<file path="src/design/grle_pkg.sv">
`default_nettype none

package grle_pkg;

	// Result queue depth; one item may push two results in a cycle.
	localparam int FIFO_DEPTH = 4;
	localparam int PTR_W      = $clog2(FIFO_DEPTH);
	localparam int CNT_W      = $clog2(FIFO_DEPTH + 1);

	// Field widths fixed by the interface.
	localparam int COORD_W = 12;
	localparam int LEN_W   = 13;
	localparam int VAL_W   = 32;

	// Reset value of the grid width register.
	localparam logic [LEN_W-1:0] GRID_WIDTH_RESET = 13'd64;

	// One emitted run.
	typedef struct packed {
		logic [COORD_W-1:0]      column;
		logic [COORD_W-1:0]      row;
		logic signed [VAL_W-1:0] value;
		logic [LEN_W-1:0]        length;
		logic                    last;
	} run_t;

endpackage

`default_nettype wire

</file>
<file path="src/design/grid_row_run_length_encoder_unit.sv">
`default_nettype none
// A cell transfer registers into the input stage, which writes its runs into a four-entry
// result queue once the queue has room; the head of the queue is the offered run.
// Throughput: one cell per cycle while the queue holds two free entries; an item that
// closes two runs pushes both at once, and runs drain one per cycle while out_ready is high.
// Reset: arst_n clears counters, the open run, the input stage and the queue at once;
// grid_width returns to 64.
module grid_row_run_length_encoder_unit #(
	parameter int MAX_WIDTH  = 4096,
	parameter int MAX_HEIGHT = 4096
) (
	input  logic               clk,
	input  logic               arst_n,
	input  logic               cfg_wr_en,
	input  logic [12:0]        cfg_wr_data,
	input  logic               in_valid,
	output logic               in_ready,
	input  logic signed [31:0] cell_value,
	input  logic               first_cell,
	output logic               out_valid,
	input  logic               out_ready,
	output logic [11:0]        run_column,
	output logic [11:0]        run_row,
	output logic signed [31:0] run_value,
	output logic [12:0]        run_length,
	output logic               last_result
);
	import grle_pkg::*;

	localparam logic [16:0] MAX_W17 = 17'(MAX_WIDTH);
	localparam logic [16:0] MAX_H17 = 17'(MAX_HEIGHT);

	// Configuration register.
	logic [LEN_W-1:0] grid_width_q;

	always_ff @(posedge clk or negedge arst_n) begin
		if (!arst_n) begin
			grid_width_q <= GRID_WIDTH_RESET;
		end else if (cfg_wr_en) begin
			grid_width_q <= cfg_wr_data;
		end
	end

	// Input stage.
	logic                    valid_s1;
	logic signed [VAL_W-1:0] value_s1;
	logic                    first_s1;
	logic                    adv_s1;
	logic [CNT_W-1:0]        fifo_cnt_q;

	assign adv_s1   = valid_s1 && (fifo_cnt_q <= CNT_W'(FIFO_DEPTH - 2));
	assign in_ready = !valid_s1 || adv_s1;

	always_ff @(posedge clk or negedge arst_n) begin
		if (!arst_n) begin
			valid_s1 <= 1'b0;
		end else if (in_ready) begin
			valid_s1 <= in_valid;
		end
	end

	always_ff @(posedge clk) begin
		if (in_valid && in_ready) begin
			value_s1 <= cell_value;
			first_s1 <= first_cell;
		end
	end

	// Encoder state.
	logic [COORD_W-1:0]      col_q;
	logic [COORD_W-1:0]      row_q;
	logic [COORD_W-1:0]      open_start_q;
	logic signed [VAL_W-1:0] open_value_q;
	logic [LEN_W-1:0]        open_len_q;
	logic                    open_valid_q;

	// Clamp the configured width to the range 1 .. MAX_WIDTH.
	logic [16:0] gw17;
	logic [16:0] w_eff;

	always_comb begin
		gw17 = {4'b0, grid_width_q};
		if (gw17 == 17'd0) begin
			w_eff = 17'd1;
		end else if (gw17 > MAX_W17) begin
			w_eff = MAX_W17;
		end else begin
			w_eff = gw17;
		end
	end

	// Next state and the runs closed by the cell in the input stage.
	logic [COORD_W-1:0]      col0;
	logic [COORD_W-1:0]      row0;
	logic                    ov0;
	logic                    match;
	logic                    emit_a;
	logic                    emit_b;
	logic                    row_end;
	logic [COORD_W-1:0]      new_start;
	logic signed [VAL_W-1:0] new_value;
	logic [LEN_W-1:0]        new_len;
	logic [COORD_W-1:0]      row_wrap;
	logic [COORD_W-1:0]      row_next;
	run_t                    run_a;
	run_t                    run_b;

	always_comb begin
		col0  = first_s1 ? '0 : col_q;
		row0  = first_s1 ? '0 : row_q;
		ov0   = first_s1 ? 1'b0 : open_valid_q;
		match = ov0 && (open_value_q == value_s1);

		// A value change closes the open run, kept only when nonzero.
		emit_a = !match && ov0 && (open_value_q != '0);
		if (match) begin
			new_start = open_start_q;
			new_value = open_value_q;
			new_len   = open_len_q + LEN_W'(1);
		end else begin
			new_start = col0;
			new_value = value_s1;
			new_len   = LEN_W'(1);
		end

		// The row end closes the run that includes this cell.
		row_end = {5'b0, col0} >= (w_eff - 17'd1);
		emit_b  = row_end && (new_value != '0);

		row_wrap = row0 + COORD_W'(1);
		row_next = ({5'b0, row_wrap} >= MAX_H17) ? '0 : row_wrap;

		run_a.column = open_start_q;
		run_a.row    = row0;
		run_a.value  = open_value_q;
		run_a.length = open_len_q;
		run_a.last   = !emit_b;

		run_b.column = new_start;
		run_b.row    = row0;
		run_b.value  = new_value;
		run_b.length = new_len;
		run_b.last   = 1'b1;
	end

	always_ff @(posedge clk or negedge arst_n) begin
		if (!arst_n) begin
			col_q        <= '0;
			row_q        <= '0;
			open_start_q <= '0;
			open_value_q <= '0;
			open_len_q   <= '0;
			open_valid_q <= 1'b0;
		end else if (adv_s1) begin
			open_start_q <= new_start;
			open_value_q <= new_value;
			if (row_end) begin
				col_q        <= '0;
				row_q        <= row_next;
				open_len_q   <= '0;
				open_valid_q <= 1'b0;
			end else begin
				col_q        <= col0 + COORD_W'(1);
				row_q        <= row0;
				open_len_q   <= new_len;
				open_valid_q <= 1'b1;
			end
		end
	end

	// Result queue: up to two writes and one read per cycle.
	run_t             fifo_q [FIFO_DEPTH];
	logic [PTR_W-1:0] wr_ptr_q;
	logic [PTR_W-1:0] rd_ptr_q;
	logic [1:0]       n_push;
	logic             pop;
	run_t             head;

	assign n_push = adv_s1 ? ({1'b0, emit_a} + {1'b0, emit_b}) : 2'd0;
	assign head   = fifo_q[rd_ptr_q];
	assign pop    = out_valid && out_ready;

	always_ff @(posedge clk) begin
		if (n_push != 2'd0) begin
			fifo_q[wr_ptr_q] <= emit_a ? run_a : run_b;
		end
		if (n_push == 2'd2) begin
			fifo_q[wr_ptr_q + PTR_W'(1)] <= run_b;
		end
	end

	always_ff @(posedge clk or negedge arst_n) begin
		if (!arst_n) begin
			wr_ptr_q   <= '0;
			rd_ptr_q   <= '0;
			fifo_cnt_q <= '0;
		end else begin
			wr_ptr_q   <= wr_ptr_q + PTR_W'(n_push);
			rd_ptr_q   <= rd_ptr_q + PTR_W'(pop);
			fifo_cnt_q <= fifo_cnt_q + CNT_W'(n_push) - CNT_W'(pop);
		end
	end

	// Output side.
	assign out_valid   = (fifo_cnt_q != '0);
	assign run_column  = head.column;
	assign run_row     = head.row;
	assign run_value   = head.value;
	assign run_length  = head.length;
	assign last_result = head.last;

	// The queue never overfills.
	a_fifo_bound: assert property (@(posedge clk) disable iff (!arst_n)
		fifo_cnt_q <= CNT_W'(FIFO_DEPTH))
		else $error("result queue overflow");

	// Zero-valued runs are never emitted.
	a_no_zero_run: assert property (@(posedge clk) disable iff (!arst_n)
		out_valid |-> (run_value != '0))
		else $error("zero-valued run emitted");

	// Emitted runs always have a nonzero length.
	a_len_nonzero: assert property (@(posedge clk) disable iff (!arst_n)
		out_valid |-> (run_length != '0))
		else $error("run of zero length emitted");

	// A row end closes the open run and returns the column to zero.
	a_row_end_closes: assert property (@(posedge clk) disable iff (!arst_n)
		(adv_s1 && row_end) |=> !open_valid_q && (col_q == '0))
		else $error("run left open across a row end");

endmodule

`default_nettype wire

</file>
<file path="config.mk">
export PLATFORM = sky130hd
export DESIGN_NAME = grid_row_run_length_encoder_unit
export DESIGN_NICKNAME = d
export VERILOG_FILES = /design/src/design/grle_pkg.sv /design/src/design/grid_row_run_length_encoder_unit.sv
export SDC_FILE = /design/constraint.sdc
export NUM_CORES = 1
export LEC_CHECK = 0
export BUFFER_PORTS_ARGS = -buffer_cell sky130_fd_sc_hd__buf_4
export CAP_MARGIN = 20
export CORE_ASPECT_RATIO = 0.75
export CORE_UTILIZATION = 55
export CTS_BUF_LIST = sky130_fd_sc_hd__clkbuf_2
export CTS_CLUSTER_SIZE = 10
export DETAILED_ROUTE_END_ITERATION = 10
export PLACE_DENSITY = 0.7
export SLEW_MARGIN = 20
export SYNTH_ARGS = -nofsm -noshare
export SYNTH_HDL_FRONTEND = slang
export SYNTH_SLANG_ARGS = --single-unit
</file>
<file path="constraint.sdc">
create_clock -name clk -period 7.2 [get_ports clk]
set_input_delay 1.08 -clock clk [delete_from_list [all_inputs] [get_ports clk]]
set_output_delay 1.08 -clock clk [all_outputs]
set_load 0.02 [all_outputs]
</file>
==> results of run 1 <==
## metrics by stage
step / cell area (um^2) / cells / hold slack, ns
3_5_place_dp: 21700 / 2084 / 0.461
3_3_place_gp: 21700 / 2084 / 0.459
5_1_grt: 22700 / 2279 / 0.0249
6_report: 22700 / 2279 / 0.0708
2_1_floorplan: 20800 / 1613 / 0.438
4_1_cts: 22600 / 2273 / 0.0173
## cells by family (layout without fill, tap and decap cells)
group / after synthesis / in the layout / synth area share (%)
AOI/OAI and AO/OA: 348 / 348 / 13.2
DFF: 416 / 416 / 57.4
and+or+nand+nor: 463 / 463 / 11.4
buffers and inverters: 210 / 368 / 5.10
adders and majority gates: 24 / 24 / 1.48
xor gates and xnor gates: 54 / 54 / 2.28
muxes: 98 / 98 / 9.08
other: 0 / 4 / 0
## critical path: cells and delay by family, from the launching register on
| family | cells | cell delay (ns) |
|---|---|---|
| and+or+nand+nor | 8 | 2.11 |
| adders and majority gates | 3 | 0.96 |
| AOI/OAI and AO/OA | 7 | 1.23 |
| buffers and inverters | 2 | 1.14 |
| DFF | 1 | 0.45 |
## flip-flops by register name (all words and copies together) (netlist names)
register / count
fifo_cnt_q: 3
value_s1: 32
row_q: 12
open_valid_q: 1
first_s1: 1
col_q: 12
grid_width_q: 13
rd_ptr_q: 2
open_len_q: 13
fifo_q: 280
wr_ptr_q: 2
valid_s1: 1
open_start_q: 12
open_value_q: 32
## final timing paths
check | slack, ns | end | from | cells past startpoint
worst min register to register | 0.49 | col_q[1] | col_q[1] | 2
min in group clk | 0.19 | value_s1[20] | cell_value[20] | 1
worst min-delay path | 0.07 | col_q[2] | arst_n | 1
worst max-delay path | 0.97 | fifo_q[3][21] | grid_width_q[2] | 20
max in group asynchronous | 5.86 | open_len_q[10] | arst_n | 2
worst max register to register | 0.97 | fifo_q[3][21] | grid_width_q[2] | 20
## cell type report
| class | instances | area (um^2) | area share, % |
|---|---|---|---|
| clock buffer | 150 | 751 | 3.31 |
| timing repair buffer | 159 | 1250 | 5.50 |
| sequential | 416 | 11900 | 52.7 |
| inverter | 20 | 80.1 | 0.353 |
| tap | 504 | 631 | 2.78 |
| clock inverter | 39 | 164 | 0.723 |
| antenna | 4 | 10.0 | 0.0442 |
| multi-input combinational | 987 | 7840 | 34.6 |
## where the power goes
part,internal (mW),leakage [nW],total (mW),switching (mW)
logic,1.04,3.46,2.58,1.54
clock network,0.564,0.717,1.55,0.982
registers,2.96,4.43,3.45,0.490
## cells in the mapped netlist, types with 5 or more instances
library cell	count	area, um^2
nor4_2	9	113
a22o_1	181	1590
buf_2	87	435
o21ai_0	25	125
nand3_1	54	270
o21a_1	7	52.6
a31oi_1	57	357
nand2_1	161	604
nand4_1	18	113
mux4_2	70	1580
nor3_1	16	80.1
a21oi_4	6	97.6
nand2b_1	21	131
o211ai_1	10	75.1
xnor2_1	14	123
o31ai_1	6	45.0
and4_1	7	61.3
a21oi_1	28	140
and2_1	12	75.1
buf_6	14	158
buf_1	16	60.1
and3_1	11	68.8
buf_4	11	82.6
xor2_1	40	350
or3_1	5	31.3
edfxtp_1	309	9280
inv_1	16	60.1
nor2_1	80	300
mux2_2	25	282
nand3b_1	6	45.0
clkbuf_1	61	229
dfrtp_1	102	2550
ha_1	23	288
nor2b_1	17	106
nor4_1	27	169
## per-layer routing
metal,vias up,part of all wire (%),track usage [%]
met5,-,0,0
met4,0,1.8,8.02
met3,86,9.1,6.47
met2,759,45,41.4
met1,7138,44,41.6
li1,6379,-,-
==> summary.txt, run 1 <==
drt initial violations - 1,687
maximum capacitance violations - 0
max incr delay on CP - 0.64 ns
f_max - 160 MHz
Final setup viols - 0
crit path DAT - 6.96 ns
most common flop cell mapped by yosys - edfxtp_1
Setup TNS Final - 0 ns
max-slew violations - 0
drt total wl - 52,900 um
P&R area growth vs syn - 9.03%
register area share after synthesis - 57.4%
synthesized instance count - 1,613
cts repair resizes - 0
filler cell count - 2,971
GP Congestion - 0.822
Mapped Area - 20,800 um^2
crit-path cells - nor4_2 -> nand3_1 -> nor2_1 -> o21ai_0 -> ha_1 -> nor2b_1 -> o21a_1 -> a31oi_1 -> ha_1 -> a211oi_1 -> o211ai_1 -> o21ai_0 -> a21o_1 -> nor2_1 -> ha_1 -> or2_2 -> nand4_1 -> and2_4 -> clkinv_2 -> buf_4
CP max-delay cell - clkinv_2
Vert. Die Dim - 170 um
WL/cell - 23.2 um
Setup WS post-layout - 0.967 ns
GRT overflow - 0
endpoints failing hold - 0
I/O pin total - 123
most frequent cells in the layout - 309 x edfxtp_1, 181 x a22o_1, 160 x nand2_1, 156 x buf_4, 150 x clkbuf_2
Design Power - 7.57 mW
Yosys cell types - 65
commonest non-fill, non-tap cell in the layout - edfxtp_1
Worst-Margin Slew - 1.09 ns
Peak VDD IR - 0.350 mV
Yosys warnings - 0
Post-CTS Hold Buffers - 0
maximum buffer depth of the clock tree - 3
Syn Nets - 1,688
Place WS - 1.05 ns
Setup Buffers After CTS - 0
Synth Register Bits - 416
post-DP HPWL - 32,800 um
crit-path max FO - 35
Post-synth EDFFs - 309
Rows - 61
Slew Limit Headroom - 27.3%
Post-Syn Area per Cell - 12.9 um^2
clk_lat worst skew - 1.08 ns
GRT Overall Usage - 28.1%
Final period util - 86.6%
largest net degree at the start of global routing - 75
core area - 37,200 um^2
most frequent cell on the critical path - ha_1
initial antenna violation count - 2
crit path time final - 6.23 ns
via count - 14,400
Starting Density - 55.9%
Num CTS Buffers - 100
Post-route DRC - 0
utilization after layout - 61.0%
Clock Pin Slew Worst Setup and Hold Paths - 0.13 ns
Leakage - 8.61 nW
share of cells above drive strength 1 - 26.4%
first-pass GRT wire length - 81,600 um
Chip Width - 226 um
vias in the first global route - 13,900
CP required - 7.92 ns
RSZ-0062 raised after global routing - no
drt first pass iters - 7
status - completed
crit end category - flop
critical path class - flop to flop
Layout Skew - 0.0991 ns
CTS tree - built
PortBufs - 122
Root Buffer - clkbuf_2
remaining antenna violation count - 0
DR vias/cell - 6.30
H-tree levels - 3
full die area - 38,600 um^2
Async SR Flop Fraction - 24.8%
power density cells - 334 nW/um^2
Sinks on Clock Net - 416
crit start category - flop
layout net count - 1,759
worst min path class - primary input to asynchronous set/reset pin
Power figures use the tool's default switching activity.
==> run 2, diff against run 1 <==
- BUFFER_PORTS_ARGS: -buffer_cell sky130_fd_sc_hd__buf_4 -> not set
- DONT_BUFFER_PORTS: not set -> 1
- PLACE_DENSITY: 0.7 -> 0.67
- RECOVER_POWER: not set -> 100
- clock period: 7.2 -> 8.05 ns (I/O delays scaled with it)
==> summary.txt, run 2 (same netlist as run 1, synthesis figures left out) <==
status - finished with violations
failing checks - max-capacitance violations, max-slew violations
maximum capacitance violations - 5 (+5)
via count - 14,000 (-2.6%)
H-tree levels - 3 (unchanged)
commonest non-fill, non-tap cell in the layout - edfxtp_1
share of cells above drive strength 1 - 19.2% (-7.2 points)
first-pass GRT wire length - 81,200 um (-0.44%)
Layout Skew - 0.0951 ns (-0.00403 ns)
critical path's top delay family - simple AND/OR/NAND/NOR gates
Top Registers - fifo_q: 280 flops, open_value_q: 32 flops, value_s1: 32 flops
crit path DAT - 7.64 ns (+0.68 ns)
design area - 21,600 um^2 (-4.7%)
endpoints failing hold - 0 (unchanged)
crit start category - flop
cts repair resizes - 0 (unchanged)
clk_lat worst skew - 1.04 ns (-0.04 ns)
Sw Pwr - 2.62 mW (-13%)
Final period util - 86.1% (-0.52 points)
I/O pin total - 123 (unchanged)
Final Hold Slack - 0.118 ns (+0.0473 ns)
Buf+Inv Stages, Crit Path - 2 (unchanged)
clock power share - 21.7% (+1.3 points)
CP max-delay cell - clkbuf_2
Sinks on Clock Net - 416 (unchanged)
largest net degree at the start of global routing - 103 (+37%)
GRT Overall Usage - 28.2% (+0.15 points)
worst min path class - primary input to asynchronous set/reset pin
GP Congestion - 0.853 (+3.8%)
P&R area growth vs syn - 3.90%
max incr delay on CP - 0.65 ns (about the same)
WL/cell - 24.8 um (+6.8%)
initial antenna violation count - 2 (unchanged)
utilization after layout - 58.1% (-2.9 points)
CP required - 8.76 ns (+0.84 ns)
max FFs per register - 280 (unchanged)
most frequent cell on the critical path - ha_1
drt initial violations - 1,756 (+4.1%)
Chip Width - 226 um (unchanged)
crit end category - flop
vias in the first global route - 13,400 (-4.0%)
Setup WS post-layout - 1.12 ns (+0.156 ns)
maximum buffer depth of the clock tree - 3 (unchanged)
Comb pwr share - 30.7% (-3.3 points)
crit-path cells - nor4_1 -> nand3_1 -> nor2_1 -> o21ai_0 -> ha_1 -> nor2b_1 -> xor2_1 -> ha_1 -> nand4_1 -> nor4_1 -> a311oi_1 -> a21o_1 -> nor2_1 -> ha_1 -> or2_2 -> nand4_1 -> and2_4 -> clkinv_2 -> clkbuf_2 -> a31oi_1 -> a31oi_1
Starting Density - 55.9% (unchanged)
max-slew violations - 179 (+179)
most frequent cells in the layout - 309 x edfxtp_1, 181 x a22o_1, 161 x nand2_1, 161 x clkbuf_2, 101 x dfrtp_1
Place WS - 1.66 ns (+0.609 ns)
critical path class - flop to flop
Post-route DRC - 0 (unchanged)
Post-Layout Cell Count - 2,147 (-5.8%)
power density cells - 301 nW/um^2 (-10%)
crit-path max FO - 31 (-11%)
dpl cell area - 20,700 um^2 (-4.3%)
drt first pass iters - 6 (-1)
f_max - 144 MHz (-10%)
core area - 37,200 um^2 (unchanged)
Vert. Die Dim - 170 um (unchanged)
Pint - 3.87 mW (-15%)
remaining antenna violation count - 0 (unchanged)
sequential share of power - 47.6% (+2.1 points)
Final setup viols - 0 (unchanged)
Clock Pin Slew Worst Setup and Hold Paths - 0.12 ns (about the same)
drt total wl - 53,200 um (+0.65%)
Worst-Margin Slew - 2.74 ns (+1.65 ns)
switch share - 40.3% (+0.60 points)
PortBufs - 0 (-100%)
Peak VDD IR - 0.175 mV (-50%)
Placed Cells - 1,958 (-6.0%)
GRT overflow - 0 (unchanged)
Leakage - 7.92 nW (-7.9%)
CTS tree - built
Rows - 61 (unchanged)
Setup TNS Final - 0 ns (unchanged)
layout net count - 1,633 (-7.2%)
Design Power - 6.49 mW (-14%)
post-DP HPWL - 31,800 um (-3.2%)
crit path time final - 6.93 ns (+0.694 ns)
RSZ-0062 raised after global routing - no
Reg with most FFs - fifo_q
DR vias/cell - 6.51 (+3.3%)
Num CTS Buffers - 99 (-1.0%)
full die area - 38,600 um^2 (unchanged)
Slew Limit Headroom - -82.4% (-110 points)
Root Buffer - clkbuf_2
==> run 2: cell types whose count changed in the layout (fill, tap and decap cells not counted), moves of 3 or more <==
| cell | change |
|---|---|
| buf_4 | -142 |
| clkbuf_2 | +11 |
| clkinv_2 | -11 |
| clkbuf_1 | +9 |
| a21boi_0 | +3 |
| a21boi_4 | -3 |
| and2_0 | +3 |
| buf_8 | +3 |
| diode_2 | -3 |
==> run 2: power by group through the flow <==
stage | logic (mW) | clock network [mW] | registers, mW
after floorplan | 1.81 | 0 | 2.77
after global placement | 1.95 | 0 | 3.12
after detailed placement | 1.98 | 0 | 3.13
after CTS | 2.00 | 1.44 | 3.09
after global routing | 2.13 | 1.54 | 3.13
final | 2.00 | 1.41 | 3.09
==> run 2: path summary, 6_finish.rpt <==
check | depth (start not counted) | slack [ns] | end | startpoint
setup / recovery | 21 | 1.12 | fifo_q[3][13] | grid_width_q[2]
hold / removal | 1 | 0.12 | open_value_q[17] | arst_n
setup reg to reg | 21 | 1.12 | fifo_q[3][13] | grid_width_q[2]
hold reg to reg | 2 | 0.49 | fifo_q[0][0] | fifo_q[0][0]
max in group asynchronous | 1 | 7.15 | grid_width_q[6] | arst_n
min in group clk | 0 | 0.26 | value_s1[19] | cell_value[19]
==> run 2: final cells by class <==
cell class | instances | area (um^2)
sequential | 416 | 11900
multi-input combinational | 987 | 7750
fill | 3030 | 15600
timing repair buffer | 34 | 267
tap | 504 | 631
clock inverter | 29 | 144
antenna | 1 | 2.50
clock buffer | 156 | 781
inverter | 20 | 80.1
==> run 2: what timing repair did <==
| action | 4_1_cts | 5_1_grt |
|---|---|---|
| setup buffers | 0 | 0 |
| hold endpoints to repair | 102 | 0 |
| hold buffers | 2 | 0 |
==> run 2: routing by layer <==
metal / GRT usage [%] / wire [um]
met5: 0 / 0
met4: 7.61 / 910
met3: 7.63 / 5620
met2: 39.9 / 23400
met1: 42.8 / 23400
